==> src/hee_pkg.sv <==
// Shared types, character codes and the escape builder for the HTML escape encoder.
// No dependencies; every other file refers to this package by scoped names.
package hee_pkg;

	// Queue depth between the classifier and the serializer
	localparam int QUEUE_DEPTH = 2;

	// Longest expansion of one input byte
	localparam int MAX_RUN = 6;
	localparam int RUN_W   = $clog2(MAX_RUN + 1);
	localparam int IDX_W   = $clog2(MAX_RUN);

	// Character codes
	localparam logic [7:0] CH_AMP   = 8'h26;
	localparam logic [7:0] CH_LT    = 8'h3c;
	localparam logic [7:0] CH_GT    = 8'h3e;
	localparam logic [7:0] CH_QUOT  = 8'h22;
	localparam logic [7:0] CH_APOS  = 8'h27;
	localparam logic [7:0] CH_SPACE = 8'h20;
	localparam logic [7:0] CH_SLASH = 8'h2f;
	localparam logic [7:0] CH_SEMI  = 8'h3b;
	localparam logic [7:0] CH_BSL   = 8'h5c;
	localparam logic [7:0] CH_HASH  = 8'h23;
	localparam logic [7:0] CH_ZERO  = 8'h30;
	localparam logic [7:0] CH_A     = 8'h61;
	localparam logic [7:0] CH_M     = 8'h6d;
	localparam logic [7:0] CH_P     = 8'h70;
	localparam logic [7:0] CH_L     = 8'h6c;
	localparam logic [7:0] CH_T     = 8'h74;
	localparam logic [7:0] CH_G     = 8'h67;
	localparam logic [7:0] CH_N     = 8'h6e;
	localparam logic [7:0] CH_B     = 8'h62;
	localparam logic [7:0] CH_S     = 8'h73;
	localparam logic [7:0] CH_3     = 8'h33;
	localparam logic [7:0] CH_4     = 8'h34;
	localparam logic [7:0] CH_9     = 8'h39;

	// Last control byte and first high byte
	localparam logic [7:0] CTRL_MAX = 8'd31;
	localparam logic [7:0] HIGH_MIN = 8'd127;

	// Reciprocal of ten for values below one hundred: (v * 103) >> 10
	localparam logic [6:0] RECIP10  = 7'd103;

	typedef enum logic [2:0] {
		CLS_PASS,
		CLS_NAMED,
		CLS_DEC2,
		CLS_DEC3
	} cls_t;

	// One expanded item: text[0] goes out first
	typedef struct packed {
		logic [RUN_W-1:0]         len;
		logic [MAX_RUN-1:0][7:0]  text;
	} desc_t;

	// Head of the queue as seen by the serializer
	typedef struct packed {
		logic  valid;
		desc_t desc;
	} qhead_t;

	// Classify one byte
	function automatic cls_t classify(input logic [7:0] b);
		cls_t c;
		case (b) inside
			CH_AMP, CH_LT, CH_GT, CH_QUOT, CH_APOS, CH_SPACE: c = CLS_NAMED;
			[8'd0:CTRL_MAX], CH_SLASH, CH_SEMI, CH_BSL:       c = CLS_DEC2;
			[HIGH_MIN:8'd255]:                                c = CLS_DEC3;
			default:                                          c = CLS_PASS;
		endcase
		return c;
	endfunction

	// Build the escaped text of one byte
	function automatic desc_t build_desc(input logic [7:0] b);
		desc_t      d;
		logic [1:0] hund;
		logic [6:0] rem;
		logic [13:0] prod;
		logic [3:0] tens;
		logic [3:0] ones;
		logic [7:0] dh;
		logic [7:0] dt;
		logic [7:0] d1;
		hund = (b >= 8'd200) ? 2'd2 : ((b >= 8'd100) ? 2'd1 : 2'd0);
		rem  = 7'(b - 8'(hund) * 8'd100);
		prod = 14'(rem) * 14'(RECIP10);
		tens = prod[13:10];
		ones = 4'(rem - 7'(tens) * 7'd10);
		dh   = CH_ZERO + 8'(hund);
		dt   = CH_ZERO + 8'(tens);
		d1   = CH_ZERO + 8'(ones);
		d.text = '0;
		d.len  = RUN_W'(1);
		case (classify(b))
			CLS_NAMED: begin
				d.text[0] = CH_AMP;
				case (b)
					CH_AMP: begin
						d.text[1] = CH_A; d.text[2] = CH_M; d.text[3] = CH_P;
						d.text[4] = CH_SEMI; d.len = RUN_W'(5);
					end
					CH_LT: begin
						d.text[1] = CH_L; d.text[2] = CH_T; d.text[3] = CH_SEMI;
						d.len = RUN_W'(4);
					end
					CH_GT: begin
						d.text[1] = CH_G; d.text[2] = CH_T; d.text[3] = CH_SEMI;
						d.len = RUN_W'(4);
					end
					CH_QUOT: begin
						d.text[1] = CH_HASH; d.text[2] = CH_3; d.text[3] = CH_4;
						d.text[4] = CH_SEMI; d.len = RUN_W'(5);
					end
					CH_APOS: begin
						d.text[1] = CH_HASH; d.text[2] = CH_3; d.text[3] = CH_9;
						d.text[4] = CH_SEMI; d.len = RUN_W'(5);
					end
					default: begin
						d.text[1] = CH_N; d.text[2] = CH_B; d.text[3] = CH_S;
						d.text[4] = CH_P; d.text[5] = CH_SEMI; d.len = RUN_W'(6);
					end
				endcase
			end
			CLS_DEC2: begin
				d.text[0] = CH_AMP; d.text[1] = CH_HASH; d.text[2] = dt;
				d.text[3] = d1; d.text[4] = CH_SEMI; d.len = RUN_W'(5);
			end
			CLS_DEC3: begin
				d.text[0] = CH_AMP; d.text[1] = CH_HASH; d.text[2] = dh;
				d.text[3] = dt; d.text[4] = d1; d.text[5] = CH_SEMI;
				d.len = RUN_W'(6);
			end
			default: begin
				d.text[0] = b;
			end
		endcase
		return d;
	endfunction

endpackage

==> src/hee_front.sv <==
// Front end of the HTML escape encoder: accepts input words and classifies
// them into expanded descriptors. Depends on hee_pkg.
module hee_front (
	input  logic                 in_valid,
	output logic                 in_stall,
	input  logic [7:0]           in_byte,
	input  logic                 q_full,
	output logic                 push,
	output hee_pkg::desc_t       push_desc
);

	// Hold the input while the queue has no room
	assign in_stall = q_full;
	assign push     = in_valid & ~q_full;

	// Expand the byte into its escaped text
	always_comb begin
		push_desc = hee_pkg::build_desc(in_byte);
	end

endmodule

==> src/hee_queue.sv <==
// Short descriptor queue between front and back of the HTML escape encoder.
// Depends on hee_pkg.
module hee_queue #(
	parameter int QDEPTH = hee_pkg::QUEUE_DEPTH
) (
	input  logic                 clk,
	input  logic                 arst_n,
	input  logic                 push,
	input  hee_pkg::desc_t       push_desc,
	input  logic                 pop,
	output logic                 full,
	output logic [$clog2(QDEPTH+1)-1:0] count,
	output hee_pkg::qhead_t      head
);

	localparam int PW = $clog2(QDEPTH);
	localparam int CW = $clog2(QDEPTH + 1);

	hee_pkg::desc_t  entry_q [QDEPTH];
	logic [PW-1:0]   wr_ptr_q;
	logic [PW-1:0]   rd_ptr_q;
	logic [CW-1:0]   count_q;

	assign full       = (count_q == CW'(QDEPTH));
	assign count      = count_q;
	assign head.valid = (count_q != '0);
	assign head.desc  = entry_q[rd_ptr_q];

	// Advance pointers and count
	always_ff @(posedge clk or negedge arst_n) begin
		if (!arst_n) begin
			wr_ptr_q <= '0;
			rd_ptr_q <= '0;
			count_q  <= '0;
		end else begin
			if (push) begin
				wr_ptr_q <= (wr_ptr_q == PW'(QDEPTH - 1)) ? '0 : wr_ptr_q + PW'(1);
			end
			if (pop) begin
				rd_ptr_q <= (rd_ptr_q == PW'(QDEPTH - 1)) ? '0 : rd_ptr_q + PW'(1);
			end
			if (push && !pop) begin
				count_q <= count_q + CW'(1);
			end else if (pop && !push) begin
				count_q <= count_q - CW'(1);
			end
		end
	end

	// Store the pushed word
	always_ff @(posedge clk) begin
		if (push) begin
			entry_q[wr_ptr_q] <= push_desc;
		end
	end

endmodule

==> src/hee_back.sv <==
// Back end of the HTML escape encoder: serializes the head descriptor into
// output words through an output register. Depends on hee_pkg.
module hee_back (
	input  logic                 clk,
	input  logic                 arst_n,
	input  hee_pkg::qhead_t      head,
	output logic                 pop,
	output logic                 out_valid,
	input  logic                 out_stall,
	output logic [7:0]           out_byte,
	output logic                 last_of_run
);

	logic [hee_pkg::IDX_W-1:0] idx_q;
	logic                      out_valid_q;
	logic [7:0]                out_byte_q;
	logic                      last_q;
	logic                      load;
	logic                      at_last;

	// Load the output register when it is empty or being taken
	assign load    = ~out_valid_q | ~out_stall;
	assign at_last = (hee_pkg::RUN_W'(idx_q) == head.desc.len - hee_pkg::RUN_W'(1));
	assign pop     = load & head.valid & at_last;

	// Step through the run and drop the head on its last word
	always_ff @(posedge clk or negedge arst_n) begin
		if (!arst_n) begin
			idx_q       <= '0;
			out_valid_q <= 1'b0;
		end else if (load) begin
			out_valid_q <= head.valid;
			if (head.valid) begin
				idx_q <= at_last ? '0 : idx_q + hee_pkg::IDX_W'(1);
			end
		end
	end

	// Capture the output word
	always_ff @(posedge clk) begin
		if (load) begin
			out_byte_q <= head.desc.text[idx_q];
			last_q     <= at_last;
		end
	end

	assign out_valid   = out_valid_q;
	assign out_byte    = out_byte_q;
	assign last_of_run = last_q;

endmodule

==> src/html_escape_byte_encoder.sv <==
// HTML escape encoder: each input byte expands to one to six output words.
// An accepted input byte passes through the descriptor queue and then the output register.
// Throughput: one output word per cycle while out_stall is low, set by the single output register;
// an input byte of n output words takes n of those output slots.
// Reset clears the queue and output valid; no clearing pass, ready at once.
module html_escape_byte_encoder #(
	parameter int QDEPTH = hee_pkg::QUEUE_DEPTH
) (
	input  logic       clk,
	input  logic       arst_n,
	input  logic       in_valid,
	output logic       in_stall,
	input  logic [7:0] in_byte,
	output logic       out_valid,
	input  logic       out_stall,
	output logic [7:0] out_byte,
	output logic       last_of_run
);

	logic                        q_full;
	logic                        push;
	logic                        pop;
	logic [$clog2(QDEPTH+1)-1:0] q_count;
	hee_pkg::desc_t              push_desc;
	hee_pkg::qhead_t             head;

	// Classify incoming words
	hee_front u_front (
		.in_valid  (in_valid),
		.in_stall  (in_stall),
		.in_byte   (in_byte),
		.q_full    (q_full),
		.push      (push),
		.push_desc (push_desc)
	);

	// Buffer descriptors
	hee_queue #(
		.QDEPTH (QDEPTH)
	) u_queue (
		.clk       (clk),
		.arst_n    (arst_n),
		.push      (push),
		.push_desc (push_desc),
		.pop       (pop),
		.full      (q_full),
		.count     (q_count),
		.head      (head)
	);

	// Serialize runs
	hee_back u_back (
		.clk         (clk),
		.arst_n      (arst_n),
		.head        (head),
		.pop         (pop),
		.out_valid   (out_valid),
		.out_stall   (out_stall),
		.out_byte    (out_byte),
		.last_of_run (last_of_run)
	);

	// A taken word that is not the end of its run is followed by more of it
	a_run_continues: assert property (@(posedge clk) disable iff (!arst_n)
		out_valid && !out_stall && !last_of_run |=> out_valid)
		else $error("run broken before its last word");

	// An accepted input word lands in the queue
	a_push_lands: assert property (@(posedge clk) disable iff (!arst_n)
		in_valid && !in_stall |=> q_count != '0)
		else $error("accepted word missing from queue");

	// A semicolon only ever closes a run
	a_semi_last: assert property (@(posedge clk) disable iff (!arst_n)
		out_valid && out_byte == hee_pkg::CH_SEMI |-> last_of_run)
		else $error("semicolon inside a run");

endmodule
==> config.mk <==
export PLATFORM = sky130hd
export DESIGN_NAME = html_escape_byte_encoder
export DESIGN_NICKNAME = d
export VERILOG_FILES = /design/src/hee_pkg.sv /design/src/hee_front.sv /design/src/hee_queue.sv /design/src/hee_back.sv /design/src/html_escape_byte_encoder.sv
export SDC_FILE = /design/constraint.sdc
export NUM_CORES = 1
export LEC_CHECK = 0
export BUFFER_PORTS_ARGS = -buffer_cell sky130_fd_sc_hd__clkbuf_2
export CAP_MARGIN = 15
export CORE_ASPECT_RATIO = 1.4
export CORE_MARGIN = 5
export CORE_UTILIZATION = 53
export DETAILED_ROUTE_END_ITERATION = 16
export PLACE_DENSITY = 0.71
export SETUP_SLACK_MARGIN = 0.1
export SLEW_MARGIN = 10
export SYNTH_ARGS = -nofsm -noshare
export SYNTH_HDL_FRONTEND = slang
export SYNTH_SLANG_ARGS = --single-unit
==> constraint.sdc <==
create_clock -name clk -period 2.9 [get_ports clk]
set_input_delay 0.145 -clock clk [delete_from_list [all_inputs] [get_ports clk]]
set_output_delay 0.145 -clock clk [all_outputs]
set_load 0.01 [all_outputs]
== Word level (Yosys, flattened, before mapping) ==
Memory sizes are Yosys's and may differ from the RTL's.
Cells that the tools add are included.

* Memories kept: 1
* Memory bits (writable): 102
* Input bits: 12
* Register bits after elaboration: 17
* Output and inout port bits: 11
* Logic and storage cells: 87

* $lt $le $gt $ge: 7
* Reductions and logical operators: 15
* Muxes and demuxes: 22
* Add/subtract/negate cells: 11
* Eq/ne operators: 14
* $mul: 3
* Bitwise gates (word level): 7

{| class="wikitable"
|+ Memories
! name !! depth !! width !! read ports !! clocked after memory_dff !! wr ports !! line !! text
|-
| u_queue.entry_q || 2 || 51 || 1 || 0 || 1 || hee_queue.sv:19 || <nowiki>hee_pkg::desc_t entry_q [QDEPTH];</nowiki>
|}

{| class="wikitable"
|+ Operators with widths
! operator !! number
|-
| $pmux W23 S5 || 1
|-
| $pmux W32 S3 || 1
|-
| $eq A8 B6 Y1 const B || 8
|-
| $bmux W8 S3 || 1
|-
| $ge A8 B7 Y1 const B || 2
|-
| $mux W8 || 2
|-
| $pmux W8 S2 || 1
|-
| $add A6 B4 Y7 const A || 2
|-
| $mul A7 B7 Y14 const B || 1
|-
| $pmux W7 S2 || 1
|-
| $mux W3 || 3
|-
| $pmux W3 S3 || 1
|-
| $eq A8 B7 Y1 const B || 1
|-
| $ge A8 B1 Y1 const B || 1
|-
| $ge A8 B8 Y1 const B || 1
|-
| $le A8 B5 Y1 const B || 1
|-
| $le A8 B8 Y1 const B || 1
|-
| $mux W2 || 4
|-
| $add A6 B2 Y7 const A || 1
|-
| $sub A7 B7 Y7 || 1
|-
| $eq A3 B2 Y1 const B || 2
|-
| $mux W6 || 1
|-
| $reduce_or A3 Y1 || 2
|-
| $reduce_or A6 Y1 || 1
|-
| 24 further kinds || 38
|}

== Longest topological paths before layout ==
Gate-level depths: netlist of the first run.

* Word-level depth: 10
* Gate-level depth with buffers: 27
* Mapped depth without buffers: 26

== Hierarchy ==
A second synthesis of the first run with hierarchy kept.

* Cell total of the unflattened synthesis: 497
* Area total of the unflattened synthesis: 6,894.1 um^2

{| class="wikitable"
|+ By module, submodules not included
! module !! cells each !! seq. area each (um^2) !! instances !! area each (um^2)
|-
| hee_queue || 175 || 3,163.0 || 1 || 4,121.5
|-
| hee_front || 247 || 0.0 || 1 || 1,841.8
|-
| hee_back || 75 || 370.4 || 1 || 930.9
|}

== Worst setup path after synthesis of the first run ==
Ideal clock, no wire load.

* Path type: input to register
* Start point: input in_byte[4]
* End point: memory u_queue.entry_q[0][27] (netlist bit), data pin
* Buffers on the path: 1
* Data arrival time: 5,575 ps
* Slack: -2,950 ps
* Stages: 27
* Required time: 2,625 ps
* Setup time: 275 ps
* Cells stage by stage: buf_2 nor2_1 nand2_1 a32o_1 ha_1 fa_1 nand2b_1 a21oi_1 xnor2_1 ha_1 inv_1 fa_1 inv_1 fa_1 ha_1 ha_1 a21oi_1 o21ai_1 nor2_1 xnor2_1 ha_1 fa_1 xnor2_1 xnor2_1 xnor2_1 xnor2_1 o221ai_2

{| class="wikitable"
|+ RTL lines
! element !! line !! text
|-
| start: declaration || html_escape_byte_encoder.sv:13 || <nowiki>input logic [7:0] in_byte,</nowiki>
|-
| end: declaration || hee_queue.sv:19 ||
|}

==> results of run 1 <==
-- state kept, by name, indices dropped and copies added (netlist names) --
signal,cells
u_back.out_valid,1
u_queue.wr_ptr_q,1
u_queue.entry_q,66
u_queue.count,2
u_back.idx_q,3
u_queue.rd_ptr_q,1
u_back.out_byte,8
u_back.last_of_run,1
-- worst max path at each step --
stage / start / to / slack, ns / depth (start not counted)
after floorplan: in_byte[4] / u_queue.entry_q[0][27] / -2.68 / 26
after global placement: in_byte[4] / u_queue.entry_q[0][27] / -2.80 / 25
after detailed placement: in_byte[4] / u_queue.entry_q[0][27] / -2.99 / 27
after CTS: in_byte[4] / u_queue.entry_q[1][27] / -2.37 / 27
after global routing: in_byte[4] / u_queue.entry_q[1][27] / -2.63 / 27
final: in_byte[4] / u_queue.entry_q[0][27] / -2.40 / 27
-- worst max-delay path: stages --
cell and delay (ns):
buf_8 0.11, nor2_4 0.11, nand2_2 0.06, a32o_2 0.27, ha_4 0.17, fa_2 0.36, nand2b_1 0.11, a21oi_2 0.07
xnor2_2 0.15, ha_1 0.33, inv_2 0.04, fa_1 0.48, inv_1 0.05, fa_2 0.56, ha_4 0.21, ha_4 0.27
nand4_1 0.12, nor2_2 0.15, nor2_4 0.06, xnor2_2 0.15, ha_4 0.17, fa_2 0.40, xnor2_2 0.15, xnor2_1 0.13
xnor2_1 0.13, xnor2_1 0.25, o221ai_2 0.13
-- area by class of cell --
cell class,count,area [µm²]
sequential,83,2450
clock buffer,10,229
timing repair buffer,90,662
fill,613,2780
tap,107,134
clock inverter,6,90.1
multi-input combinational,252,2520
inverter,45,169
-- per-layer routing --
| metal | vias to the layer above | track usage [%] | share of wire [%] |
|---|---|---|---|
| li1 | 1613 | - | - |
| met1 | 1684 | 20.5 | 34 |
| met2 | 91 | 40.5 | 58 |
| met3 | 36 | 3.14 | 3.2 |
| met4 | 0 | 10.7 | 4.7 |
| met5 | - | 0 | 0 |
-- power breakdown --
part | switching, mW | leakage [nW] | internal (mW) | total, mW
Clock | 0.436 | 0.141 | 0.753 | 1.19
Combinational | 2.18 | 1.69 | 2.25 | 4.43
Sequential | 0.158 | 0.805 | 1.89 | 2.04
-- cell usage in the layout (no fill, tap or decap), drive strengths merged, types with 3 or more instances in the layout --
cell type / count
dfrtp: 8
nor4: 3
o21ai: 19
buf: 69
ha: 46
nor3: 5
xnor2: 16
nand3: 5
o221ai: 6
nand4: 3
xor2: 6
mux4: 11
edfxtp: 75
a21oi: 10
and3: 3
nand2b: 3
clkbuf: 30
nor2: 24
clkinvlp: 4
o22ai: 3
fa: 10
mux2i: 18
and2: 4
nand2: 26
inv: 45
-- cells by family after synthesis --
group                      count (synthesis)  synth area share (%)
buffers and inverters                     61                  4.95
muxes                                     31                  9.15
adders and majority gates                 56                  15.8
and+or+nand+nor                           82                  8.16
other                                      1                0.0761
DFF                                       83                  49.8
AOI/OAI and AO/OA                         59                  8.21
xor gates and xnor gates                  22                  3.91
-- cell usage after synthesis (2+ instances only) --
library cell / count
and2_1: 2
o221ai_1: 5
clkbuf_1: 7
o21ai_1: 6
a41oi_1: 2
nor3_2: 2
nand2b_1: 3
nand2_1: 26
and3_1: 2
mux4_2: 11
mux2i_1: 18
nor2_1: 24
a22oi_1: 2
a21oi_1: 10
nand3_1: 5
o211ai_1: 2
xnor2_1: 16
o22ai_1: 3
buf_4: 2
fa_1: 10
a21o_1: 2
nor4_1: 3
inv_1: 45
nor3_1: 3
buf_2: 6
nand4_1: 3
ha_1: 46
a221o_1: 2
xor2_1: 6
o21a_1: 2
edfxtp_1: 75
o31ai_1: 2
dfrtp_1: 8
or3_1: 2
mux2_2: 2
o21ai_0: 13
-- repair_timing --
action | 4_1_cts | 5_1_grt
gates resized for setup | 26 | 18
setup buffers | 5 | 3
endpoints found under the hold margin | 8 | 0
cloned | 0 | 0
setup endpoints to repair | 22 | 22
hold buffers | 1 | 0
pin swaps | 27 | 9
==> metrics.md, run 1 <==
| Metric | Value |
|---|---|
| Chip Height | `124 µm` |
| Routed length per placed instance | `18.1 µm` |
| Fin. max-slew vios | `0` |
| Primary FF master, synth | `edfxtp_1` |
| Dpl hpwl | `8090 µm` |
| CP max FO | `3` |
| Initial Util | `54.5%` |
| Final Util | `69.3%` |
| Lkg Pwr | `roughly 2.6 nW` |
| Seq/Total Area, Yosys | `49.8%` |
| R2R Path End | `u_queue.count[1]` |
| Crit path launch type | `input pin` |
| Setup TNS | `-39.29 ns` |
| Hold_sp | `in_valid` |
| DR DRC count | `0` |
| Fin crit period | `5.30 ns` |
| Worst r2r path cells | `10` |
| All-layer global routing usage | `~20%` |
| Worst path arrival time | `5.36 ns` |
| Dominant cell type by area after synthesis | `edfxtp_1` |
| Synth Warn # | `0` |
| Core area | `9030 µm²` |
| Rel. slew slack | `~60%` |
| Post-route cell area | `6250 µm²` |
| Most area-consuming cells after synthesis | `edfxtp_1 46%, ha_1 12%, mux4_2 5.0%, dfrtp_1 4.1%, fa_1 4.1%` |
| Fin Clk Skew | `0.00742 ns` |
| Via density | `slightly below 6` |
| Largest net degree at the start of global routing | `34` |
| Post-synth ARST share | `9.64%` |
| Clk slew on worst S/H paths | `0.06 ns` |
| Area of the mapped netlist | `~5000 µm²` |
| Hold path depth | `3` |
| Cells after Synth | `395` |
| Row cnt | `between 40 and 50` |
| Unique masters post-synth | `53` |
| CTS max path bufs | `2` |
| GPL Wtd Cong | `0.863` |
| Peak supply drop | `between 0.001 and 0.0015 V` |
| Final net count | `549` |
| Area grow syn2layout | `27.0%` |
| First-pass GRT wire length | `17900 µm` |
| PortBufs | `22` |
| Final hold viol count | `0` |
| CP Capture Type | `flip-flop` |
| CP Class | `input pin to flip-flop` |
| DR pass1 iterations | `4` |
| RSZ-0062 raised after global routing | `yes` |
| CTS Buf Count | `9` |
| Status | `finished, violations left` |
| CTS root buffer | `clkbuf_16` |
| Number of flops mapped to enable cells by yosys | `75` |
| Final std cells w/o fill | `593` |
| Syn_area_per_cell | `~12 µm²` |
| Clock latency on the worst-skew pair | `0.33 ns` |
| Total grt overflow | `0` |
| Hold EP | `u_queue.wr_ptr_q` |
| Flop-to-flop setup slack | `0.49 ns` |
| Worst Path Required | `roughly 3.0 ns` |
| Pwr Density | `1230 nW/µm²` |
| TritonCTS clock tree | `done` |
| HP Class | `input pin to flip-flop` |
| # IOs | `23` |
| Initial detailed-routing violation count | `~200` |
| DRT Wirelength | `10700 µm` |
| Antenna cells | `0` |
| Flops & latches, synth | `83` |
| ANT nets after route | `0` |
| Post-synth top area share | `45.7%` |
| Via count | `3424` |
| CTS sink cnt | `83` |
| Period Utilization, post-route | `183%` |
| Setup WS post-layout | `-2.40 ns` |
| Worst Max-Slew Pin Slew | `0.601 ns` |
| Final setup violation count | `22` |
| Placed cells | `570` |
| H-tree levels | `3` |
| Placed Area | `5630 µm²` |
| Maximum clock rate | `approximately 190 MHz` |
| Chip width | `between 90 and 100 µm` |
| Layout cell share with drive strength beyond 1 | `33.3%` |
| Initial antenna violation count | `0` |
| Dpl ws | `-2.99 ns` |
| Vias in the first global route | `between 3000 and 4000` |
| Max-Cap Viols | `0` |
| Failing checks | `negative setup slack` |
| DIE AREA | `11300 µm²` |
| Reg2reg start | `u_queue.rd_ptr_q` |
| WHS | `0.127 ns` |
| Power Total | `7.66 mW` |
No activity file was read; power rests on OpenSTA's default activity.
==> run 2: changes to the inputs <==
ABC_AREA = 1   (was unset)
BUFFER_PORTS_ARGS = -buffer_cell sky130_fd_sc_hd__buf_2   (was -buffer_cell sky130_fd_sc_hd__clkbuf_2)
PLACE_DENSITY = 0.74   (was 0.71)
clock period = 4.5 ns   (was 2.9 ns; I/O delays follow)
==> run 2 against run 1 <==
The flow still finishes with violations (negative setup slack). Critical path depth grew 8. Wire length grew 24%. Sequential share of layout area shrank 2.5 points. Final area grew 6.8%. Total power shrank 21%. Clock power shrank 34%. Final cell count grew 25%. Worst hold slack gained 0.13 ns. Setup slack gained 1.4 ns. Global-route usage grew 1.9 points. Largest cell class unchanged.
==> metrics.md, run 2 <==
| Metric | Value |
|---|---|
| Status | `finished, violations left (unchanged)` |
| Failing checks | `negative setup slack (unchanged)` |
| Post-route cell area | `6680 µm² (was 6250 µm²)` |
| Most frequent cells in the layout | `81 x buf_4, 75 x edfxtp_1, 62 x nand2_1 (was 75 x edfxtp_1, 62 x buf_4, 43 x inv_1)` |
| Chip width | `93.0 µm (was 91.5 µm)` |
| Total grt overflow | `0 (unchanged)` |
| DR pass1 iterations | `5 (was 4)` |
| # IOs | `23 (unchanged)` |
| Combined buffer and inverter count along the critical path | `8 (was 3)` |
| Post-synth top cells | `76 x nand2_1, 75 x edfxtp_1, 73 x inv_1 (was 75 x edfxtp_1, 46 x ha_1, 45 x inv_1)` |
| Peak supply drop | `0.000718 V (was 0.00124 V)` |
| Max FFs per register | `66 (unchanged)` |
| Chip Height | `126 µm (was 124 µm)` |
| ANT nets after route | `0 (unchanged)` |
| Area grow syn2layout | `30.7% (was 27.0%)` |
| HP Class | `input pin to asynchronous set/reset pin (was input pin to flip-flop)` |
| Fin. max-slew vios | `0 (unchanged)` |
| Synth Warn # | `0 (unchanged)` |
| Post-synth top area share | `44.1% (was 45.7%)` |
| Unique masters post-synth | `46 (was 53)` |
| Placed Area | `5820 µm² (was 5630 µm²)` |
| Crit path top cell by count | `nand2_2 (was ha_4)` |
| CTS Buf Count | `9 (unchanged)` |
| CTS sink cnt | `83 (unchanged)` |
| CTS max path bufs | `2 (unchanged)` |
| Crit path launch type | `input pin (unchanged)` |
| Dominant cell type by area after synthesis | `edfxtp_1 (unchanged)` |
| CP max FO | `3 (unchanged)` |
| Most area-consuming cells after synthesis | `edfxtp_1 44%, ha_1 11%, nand2_1 5.6%, inv_1 5.4%, nor2_1 4.6% (was edfxtp_1 46%, ha_1 12%, mux4_2 5.0%, dfrtp_1 4.1%, fa_1 4.1%)` |
| CP max stage delay | `0.54 ns (was 0.56 ns)` |
| Fin Clk Skew | `0.00625 ns (was 0.00742 ns)` |
| All-layer global routing usage | `22.5% (was 20.6%)` |
| Final hold viol count | `0 (unchanged)` |
| Fin crit period | `between 5 and 6 ns` |
| First-pass GRT wire length | `20500 µm (was 17900 µm)` |
| Vias in the first global route | `4274 (was 3677)` |
| Most numerous cell in the Yosys netlist | `nand2_1 (was edfxtp_1)` |
| Power Total | `6.03 mW (was 7.66 mW)` |
| Crit-path leading delay family | `adder cells (unchanged)` |
| Maximum clock rate | `184 MHz` |
| DRT Wirelength | `13300 µm (was 10700 µm)` |
| Seq. cell area | `2450 µm² (unchanged)` |
| CP max-delay cell | `fa_1 (was fa_2)` |
| Initial Util | `54.0% (was 54.5%)` |
| Clock latency on the worst-skew pair | `0.34 ns (was 0.33 ns)` |
| Area of the mapped netlist | `5110 µm² (was 4920 µm²)` |
| Row cnt | `42 (was 41)` |
| Routed length per placed instance | `18.0 µm (was 18.1 µm)` |
| Commonest non-fill, non-tap cell in the layout | `buf_4 (was edfxtp_1)` |
| GPL Wtd Cong | `0.862 (was 0.863)` |
| PortBufs | `22 (unchanged)` |
| Biggest register | `u_queue.entry_q (unchanged)` |
| Worst path arrival time | `5.54 ns (was 5.36 ns)` |
| Cells after Synth | `516 (was 395)` |
| RSZ-0062 raised after global routing | `yes (unchanged)` |
| Initial antenna violation count | `0 (unchanged)` |
| Lkg Pwr | `2.98 nW (was 2.63 nW)` |
| Final net count | `692 (was 549)` |
| Clk slew on worst S/H paths | `0.06 ns (about the same)` |
| Final setup violation count | `20 (was 22)` |
| Syn_area_per_cell | `9.90 µm² (was 12.5 µm²)` |
| Period Utilization, post-route | `121%` |
| CTS root buffer | `clkbuf_16 (unchanged)` |
| DIE AREA | `11700 µm² (was 11300 µm²)` |
| Final Util | `70.6% (was 69.3%)` |
| Initial detailed-routing violation count | `398 (was 203)` |
| Largest net degree at the start of global routing | `35 (was 34)` |
| TritonCTS clock tree | `done (unchanged)` |
| Number of flops mapped to enable cells by yosys | `75 (unchanged)` |
| Setup WS post-layout | `-0.947 ns (was -2.40 ns)` |
| Max-Cap Viols | `0 (unchanged)` |
| Core area | `9460 µm² (was 9030 µm²)` |
| CP Capture Type | `flip-flop (unchanged)` |
| Post-synth ARST share | `9.64% (unchanged)` |
| Dpl hpwl | `9090 µm (was 8090 µm)` |
| Pwr Density | `903 nW/µm² (was 1230 nW/µm²)` |
| Flops & latches, synth | `83 (unchanged)` |
| Primary FF master, synth | `edfxtp_1 (unchanged)` |
| Fillers | `639 (was 613)` |
| H-tree levels | `3 (unchanged)` |
| Seq/Total Area, Yosys | `48.0% (was 49.8%)` |
| Area of the multi-input gates | `2690 µm² (was 2520 µm²)` |
| Worst Path Required | `4.59 ns (was 2.96 ns)` |
| Layout cell share with drive strength beyond 1 | `35.8% (was 33.3%)` |
| Via count | `4203 (was 3424)` |
| Via density | `5.69 (was 5.77)` |
| CP Class | `input pin to flip-flop (unchanged)` |
| Antenna cells | `0 (unchanged)` |
| DR DRC count | `0 (unchanged)` |
==> run 2: changes by cell type in the layout (fill, tap and decap cells not counted), moves of 17 or more <==
cell | before | now
nor2_1 | 18 | 57
o21ai_0 | 12 | 29
nand2_2 | 1 | 18
clkbuf_2 | 20 | 0
buf_2 | 0 | 20
nand2_1 | 25 | 62
inv_1 | 43 | 61
buf_4 | 62 | 81
==> run 2: cell families after synthesis <==
logic type               count (synthesis)  share of synthesized area (%)
AND/OR/NAND/NOR                        194                           17.7
multiplexers                             4                          0.784
other                                    1                         0.0734
flip-flops                              83                           48.0
AO/OA/AOI/OAI                           71                           8.62
XOR/XNOR                                15                           2.57
adder cells (fa/ha/maj)                 56                           15.2
buffers and inverters                   92                           7.10
==> run 2: through the flow <==
| step | hold WS (ns) | setup WS (ns) | instances | setup TNS [ns] |
|---|---|---|---|---|
| after floorplan | -0.0706 | -0.958 | 517 | -8.35 |
| after global placement | 0.0761 | -1.14 | 693 | -13.65 |
| after detailed placement | 0.0806 | -1.31 | 693 | -16.81 |
| after CTS | 0.264 | -0.715 | 732 | -6.53 |
| after global routing | 0.276 | -1.24 | 739 | -14.99 |
| final | 0.256 | -0.947 | 739 | -10.12 |
==> run 2: metal layers <==
layer | share of wire, % | track usage (%) | vias to the layer above
li1 | - | - | 1966
met1 | 36 | 24.0 | 1988
met2 | 54 | 40.3 | 192
met3 | 4.8 | 4.77 | 57
met4 | 5.5 | 13.3 | 0
met5 | 0 | 0 | -
==> run 2: repair_timing <==
| action | in CTS | in global routing |
|---|---|---|
| pin swaps | 20 | 20 |
| setup endpoints to repair | 22 | 22 |
| gates resized for setup | 32 | 36 |
| hold buffers | 1 | 0 |
| buffers inserted | 22 | 8 |
| hold endpoints to repair | 8 | 0 |
| gates cloned | 0 | 0 |
==> run 2: power by group <==
group / switching [mW] / internal (mW)
combinational: 2.07 / 1.84
sequential: 0.126 / 1.20
clock: 0.301 / 0.488
total: 2.50 / 3.54
==> run 2: layout make-up <==
cell class | count | share of cell area (%)
Multi-Input combinational cell | 342 | 40.3
Sequential cell | 83 | 36.7
Timing Repair Buffer | 106 | 11.4
Inverter | 82 | 4.66
Clock buffer | 9 | 3.37
Tap cell | 110 | 2.06
Clock inverter | 7 | 1.50
==> run 2: worst paths after layout <==
path	from	endpoint	slack [ns]	cells after the start
hold / removal	arst_n	u_queue.rd_ptr_q	0.26	2
max in group asynchronous	arst_n	u_back.idx_q[2]	4.08	2
setup reg to reg	u_queue.rd_ptr_q	u_queue.count[1]	1.86	12
min in group clk	in_byte[1]	u_queue.entry_q[0][1]	0.37	3
setup / recovery	in_byte[3]	u_queue.entry_q[1][35]	-0.95	35
hold reg to reg	u_queue.count[1]	u_back.out_valid	0.55	2
